File: src/rtl/core/ppb_pkg.sv
// ----------------------------------------------------------------------------
// ppb_pkg
// Shared types, constants and saturation helpers for the plane pixel
// back-projection datapath.
// ----------------------------------------------------------------------------
package ppb_pkg;

  localparam int Q_W      = 40;   // signed Q.20 intermediate width
  localparam int POSE_W   = 21;   // signed Q10.10 pose word
  localparam int FOC_W    = 31;   // unsigned Q11.20 intrinsics
  localparam int HALF_W   = 20;   // unsigned Q12.8 half extents
  localparam int TPU_W    = 24;   // unsigned Q8.16 texel scale
  localparam int COORD_W  = 11;   // pixel coordinate
  localparam int PLANE_W  = 21;   // signed Q12.8 plane coordinate
  localparam int TEX_W    = 10;   // texel index
  localparam int DIST_W   = 41;   // signed texel distance, Q.20
  localparam int APB_AW   = 6;
  localparam int APB_DW   = 64;

  localparam int TEXTURE_DIM_DEF = 1024;
  localparam int IMAGE_DIM_DEF   = 2048;

  localparam logic signed [Q_W-1:0] Q40_MAX = {1'b0, {(Q_W-1){1'b1}}};
  localparam logic signed [Q_W-1:0] Q40_MIN = {1'b1, {(Q_W-1){1'b0}}};

  typedef logic signed [Q_W-1:0] q40_t;

  typedef enum logic [2:0] {
    REG_ROW_X,
    REG_ROW_Y,
    REG_ROW_W,
    REG_FOCAL,
    REG_PRINCIPAL,
    REG_HALF_W,
    REG_HALF_H,
    REG_TPU
  } reg_idx_e;

  typedef struct packed {
    logic signed [POSE_W-1:0] r00;
    logic signed [POSE_W-1:0] r01;
    logic signed [POSE_W-1:0] tx;
    logic signed [POSE_W-1:0] r10;
    logic signed [POSE_W-1:0] r11;
    logic signed [POSE_W-1:0] ty;
    logic signed [POSE_W-1:0] r20;
    logic signed [POSE_W-1:0] r21;
    logic signed [POSE_W-1:0] tz;
    logic [FOC_W-1:0]         fx;
    logic [FOC_W-1:0]         fy;
    logic [FOC_W-1:0]         cx;
    logic [FOC_W-1:0]         cy;
    logic [HALF_W-1:0]        hw;
    logic [HALF_W-1:0]        hh;
    logic [TPU_W-1:0]         tpu;
  } cfg_t;

  // clamp a wide signed value to the 40-bit intermediate range
  function automatic q40_t sat40(input logic signed [63:0] x);
    if (x > 64'(Q40_MAX)) return Q40_MAX;
    if (x < 64'(Q40_MIN)) return Q40_MIN;
    return x[Q_W-1:0];
  endfunction

  // apply sign to a divider magnitude and saturate
  function automatic q40_t div_fix(input logic neg, input logic [Q_W-1:0] q,
                                   input logic ovf);
    if (ovf) return neg ? Q40_MIN : Q40_MAX;
    if (!neg) return q[Q_W-1] ? Q40_MAX : $signed(q);
    if (q[Q_W-1] && (|q[Q_W-2:0])) return Q40_MIN;
    return $signed(-q);
  endfunction

endpackage

File: src/rtl/core/ppb_texel.sv
// ----------------------------------------------------------------------------
// ppb_texel
// Two-stage scale of a plane distance into a clamped texel index.
// ----------------------------------------------------------------------------
module ppb_texel #(
  parameter int TEXTURE_DIM = ppb_pkg::TEXTURE_DIM_DEF
) (
  input  logic                              clk_i,
  input  logic                              en_i,
  input  logic signed [ppb_pkg::DIST_W-1:0] dist_i,
  input  logic [ppb_pkg::TPU_W-1:0]         tpu_i,
  output logic [ppb_pkg::TEX_W-1:0]         texel_o
);
  import ppb_pkg::*;

  localparam int LIM = (TEXTURE_DIM - 1 < 1023) ? TEXTURE_DIM - 1 : 1023;

  logic        pos_q;
  logic [43:0] ph_q, pl_q;
  logic [44:0] sum;
  logic [28:0] quo;

  always_ff @(posedge clk_i) begin
    if (en_i) begin
      pos_q <= dist_i > 0;
      ph_q  <= 44'(dist_i[39:20]) * 44'(tpu_i);
      pl_q  <= 44'(dist_i[19:0]) * 44'(tpu_i);
    end
  end

  always_comb begin
    sum = 45'(ph_q) + 45'(pl_q >> 20);
    quo = sum[44:16];
  end

  always_ff @(posedge clk_i) begin
    if (en_i) begin
      if (!pos_q) begin
        texel_o <= '0;
      end else if (quo > 29'(LIM)) begin
        texel_o <= TEX_W'(LIM);
      end else begin
        texel_o <= quo[TEX_W-1:0];
      end
    end
  end

endmodule

File: config.mk
export PLATFORM = sky130hd
export DESIGN_NAME = ppb_texel
export DESIGN_NICKNAME = d
export VERILOG_FILES = /design/src/rtl/core/ppb_pkg.sv /design/src/rtl/core/ppb_texel.sv
export SDC_FILE = /design/constraint.sdc
export NUM_CORES = 2
export LEC_CHECK = 0
export ABC_AREA = 1
export BUFFER_PORTS_ARGS = -buffer_cell sky130_fd_sc_hd__buf_2
export CAP_MARGIN = 15
export CELL_PAD_IN_SITES_DETAIL_PLACEMENT = 0
export CELL_PAD_IN_SITES_GLOBAL_PLACEMENT = 2
export CORE_ASPECT_RATIO = 1.1
export CORE_MARGIN = 4
export CORE_UTILIZATION = 43
export CTS_BUF_LIST = sky130_fd_sc_hd__clkbuf_4 sky130_fd_sc_hd__clkbuf_8 sky130_fd_sc_hd__clkbuf_16
export CTS_CLUSTER_DIAMETER = 30
export DETAILED_ROUTE_END_ITERATION = 8
export GPL_TIMING_DRIVEN = 1
export PLACE_DENSITY = 0.87
export SYNTH_ARGS = -nofsm -noshare
export SYNTH_HDL_FRONTEND = slang
export SYNTH_SLANG_ARGS = --single-unit
File: constraint.sdc
create_clock -name clk_i -period 14.8 [get_ports clk_i]
set_clock_uncertainty 0.2 [all_clocks]
set_input_delay 1.48 -clock clk_i [delete_from_list [all_inputs] [get_ports clk_i]]
set_output_delay 1.48 -clock clk_i [all_outputs]
set_load 0.005 [all_outputs]
After elaboration in Yosys (flattened, before gate mapping) --
Cells that the tools add are included. Widths: inputs -> output; s select.
Cells by class: muxes and demuxes 1, $lt $le $gt $ge 2, $add $sub $neg 1, $mul 2
Operator list (number):
- $mul 20x24->44 | 2
- $add 44x24->45 | 1
- $gt 41x1->1 const B | 1
- $gt 29x10->1 const B | 1
- $mux 10 | 1
Storage, ports and cells: register bits after elaboration 99, word-level logic and storage cells 10, bits of input ports 67, output and inout port bits 10

Longest topological paths before layout --
depth after elaboration 3, mapped depth 30, mapped depth without buffers 28

Worst setup path before layout --
OpenSTA, ideal clock, no wires.
kind in2reg, from input port dist_i[23] (netlist bit), to register ph_q[34], data pin, arrival time 7.253 ns, data required time 14.348 ns, path slack 7.094 ns, cell stages on the path 28, library setup time 0.252 ns, buffers on the path 2, path through clkbuf_1 -> clkbuf_1 -> nand2_1 -> inv_1 -> fa_1 -> fa_1 -> inv_1 -> fa_1 -> inv_1 -> fa_1 -> inv_1 -> fa_1 -> inv_1 -> fa_1 -> inv_1 -> fa_1 -> inv_1 -> ha_1 -> nand2_1 -> nor2_1 -> a21boi_0 -> o21ai_0 -> o211ai_1 -> a21oi_1 -> o21ai_0 -> nand3_1 -> nand3_1 -> nand2_1
Between the ends: cells in the longest elaborated chain, start to end 1
RTL lines:
- start: declaration | line ppb_texel.sv:10 | input logic signed [ppb_pkg::DIST_W-1:0] dist_i,
- $mul 20x24->44 | line ppb_texel.sv:26 | ph_q <= 44'(dist_i[39:20]) * 44'(tpu_i);
- end signal: assignment | line ppb_texel.sv:26
- end: declaration | line ppb_texel.sv:19 | logic [43:0] ph_q, pl_q;
Every way passes these cells. A chain may end at the register's enable or synchronous reset.

Worst setup path in the final report --
from input port tpu_i[18] (netlist bit), to register ph_q[33], data pin
Between the ends: cells in the longest elaborated chain, start to end 1
RTL lines:
- start: declaration | line ppb_texel.sv:11 | input logic [ppb_pkg::TPU_W-1:0] tpu_i,
- $mul 20x24->44 | line ppb_texel.sv:26
Every way passes these cells.

==> impl_results.md <==
* Status: complete, no violations
* Mapped Nets at 6201
* Pins Over Slew Limit at 0
* Via/cell ratio at 4.83
* Drt drc at 0
* Setup crit end kind: register
* Setup tns final at 0 ns
* Most common cell after layout, fill and taps aside: inv_1
* Rel. slew slack at 31.6%
* Synth Area per Inst at 7.53 um2
* Antenna diodes at 0
* Routed Antenna Nets at 0
* Grt total ovfl at 0
* Num rows at 113
* Die area at 0.0928 mm2
* Fraction of registers with async set/reset at 0%
* Fill count at 9000
* CTS tree: done
* CP max stage delay at 0.56 ns
* R2R setup slack at 11.64 ns
* Max Fclk at 122 MHz
* Crit Path Max Fanout at 40
* Seq cells post-synth at 79
* Yosys Warn Count at 0
* Die Span X at 291 um
* Critical Path Start Type: primary input
* Post-synth EDFFs at 79
* Final core occ at 45.4%
* Pre-antenna DRT Iters at 5
* Final Critical Period at 8.19 ns
* Setup crit end: ph_q[33]$_DFFE_PP_
* Die Y at 319 um
* First-pass GRT wire length at 178 mm
* Synth Flop Type: edfxtp_1
* Final net count at 6101
* Netlist cell types at 45
* CP Data Arrival Time at 8.18 ns
* Crit-path most repeated cell: fa_1
* RSZ-0062 raised after global routing: false
* Antenna violations before repair at 1
* Setup bufs post-CTS at 0
* CTS resizes at 0
* Mapped cell area at 0.0378 mm2
* Critical Setup Path Class: in2reg
* Buffers plus inverters on the worst setup path at 8
* Pin count of the biggest net entering global routing at 55
* Area growth, synth to finish at 4.11%
* Worst Max-Slew Pin Slew at 1.02 ns
* CTS H-Tree Depth at 3
* Routability cong. at 0.864
* Clock buffer depth at 2
* Endpoints failing hold at 0
* Post-route cell area at 0.0394 mm2
* Initial core utilization at 43.6%
* Final setup fails at 0
* Fin crit share at 55.3%
* Commonest cells after routing, fill and taps aside: inv_1, nand2_1, fa_1
* Vias in the first global route at 31900
* WP depth at 27
* Core area at 0.0868 mm2
* Port Buf Inserts at 76
* Total Routed Length at 108 mm
* Seq/Total Area, Yosys at 6.27%
* R2R cell count at 16
* Hold Crit Start: pos_q$_DFFE_PP_
* Mapped Cells at 5022
* Critical path's slowest cell: fa_1
* Routed WL per cell at 17.8 um
* Hold path depth at 2
* Max-Cap Viols at 0
* Placed Area at 0.0390 mm2
* Top Family by Delay on Critical Path: adder cells
* Via Count at 29400
* Iter 0 DRT Violations at 1690
* FF-to-FF End: texel_o[1]$_SDFFCE_PN0P_
* CTS sink cnt at 79
* Top Ports at 77
* CP Launch Point: tpu_i[18]
* # hold bufs at CTS at 0
* Clock Latency Late Sink at 0.37 ns
* Reg2reg start: pl_q[42]$_DFFE_PP_
* Clk slew on worst S/H paths at 0.07 ns
* Dpl hpwl at 84.3 mm
* Hold Path Class: reg2reg
* Root Driver: clkbuf_16
* Layout cell share with drive strength beyond 1 at 3.06%
* Total GRT Usage at 24.2%
* Data required, critical path at 14.79 ns
* TritonCTS Buffers at 9
==> synth_stat cells, types with 6 or more instances <==
cell | number | area (um2)
nand4_1 | 23 | 144
o21a_1 | 12 | 90.1
a31oi_1 | 26 | 163
ha_1 | 329 | 4120
a21o_1 | 25 | 188
xor2_1 | 57 | 499
fa_1 | 783 | 15700
nand2_2 | 8 | 50.1
xnor2_1 | 24 | 210
and3_1 | 6 | 37.5
buf_1 | 10 | 37.5
nor3_1 | 21 | 105
edfxtp_1 | 79 | 2370
nor2_2 | 7 | 43.8
inv_1 | 1594 | 5980
a21oi_1 | 103 | 515
nor4_1 | 14 | 87.6
nor2_1 | 154 | 578
nand3_1 | 67 | 335
nand2_1 | 1371 | 5150
clkbuf_1 | 204 | 766
o21ai_0 | 46 | 230
nand3b_1 | 7 | 52.6
==> how the worst min path moves through the flow <==
stage	endpoint
2_1_floorplan	texel_o[0]$_SDFFCE_PN0P_
3_5_place_dp	texel_o[0]$_SDFFCE_PN0P_
4_1_cts	texel_o[0]$_SDFFCE_PN0P_
3_3_place_gp	texel_o[5]$_SDFFCE_PN0P_
6_report	texel_o[0]$_SDFFCE_PN0P_
5_1_grt	texel_o[0]$_SDFFCE_PN0P_
==> cell type report <==
cell class	instances	area [um2]	share of cell area (%)
Clock buffer	9	225	0.572
Clock inverter	7	105	0.267
Inverter	1600	6010	15.3
Multi-Input combinational cell	3128	28600	72.7
Sequential cell	79	2370	6.02
Tap cell	1150	1440	3.65
Timing Repair Buffer	104	593	1.51
==> routing by layer <==
layer / vias to the layer above / part of all wire [%] / track usage (%)
li1: 14000 / - / -
met1: 14600 / 47 / 35.1
met2: 647 / 46 / 40.0
met3: 92 / 4.8 / 2.59
met4: 0 / 1.7 / 4.15
met5: - / 0 / 0
==> logic make-up (layout without fill, tap and decap cells) <==
| group | Yosys count | in the layout | share of synthesized area [%] |
|---|---|---|---|
| buffers and inverters | 1815 | 1720 | 18.0 |
| AND/OR/NAND/NOR | 1694 | 1694 | 17.8 |
| adder cells (fa/ha/maj) | 1112 | 1112 | 52.3 |
| AO/OA/AOI/OAI | 241 | 241 | 3.70 |
| XOR/XNOR | 81 | 81 | 1.88 |
| flip-flops | 79 | 79 | 6.27 |
==> metrics by stage <==
step                      hold slack, ns  setup slack (ns)  cells
after detailed placement           0.561              6.23   6061
after floorplan                    0.459              7.09   5022
after global placement             0.564              6.28   6061
after CTS                          0.564              6.62   6077
final                              0.557              6.61   6077
after global routing               0.617              6.24   6077
==> tightest hold or removal path: cells and delay by family (launching register included) <==
family | cells | cell delay (ns)
simple gates | 1 | 0.09
flops | 1 | 0.54
buf+inv | 1 | 0.04
==> registers in the layout, summed over array words and instances, names as in the netlist <==
name / cells
pos_q: 1
pl_q: 24
ph_q: 44
texel_o: 10
Power is not shown: default switching activity piles up to over one toggle a cycle in this logic, so the estimate is an artifact.
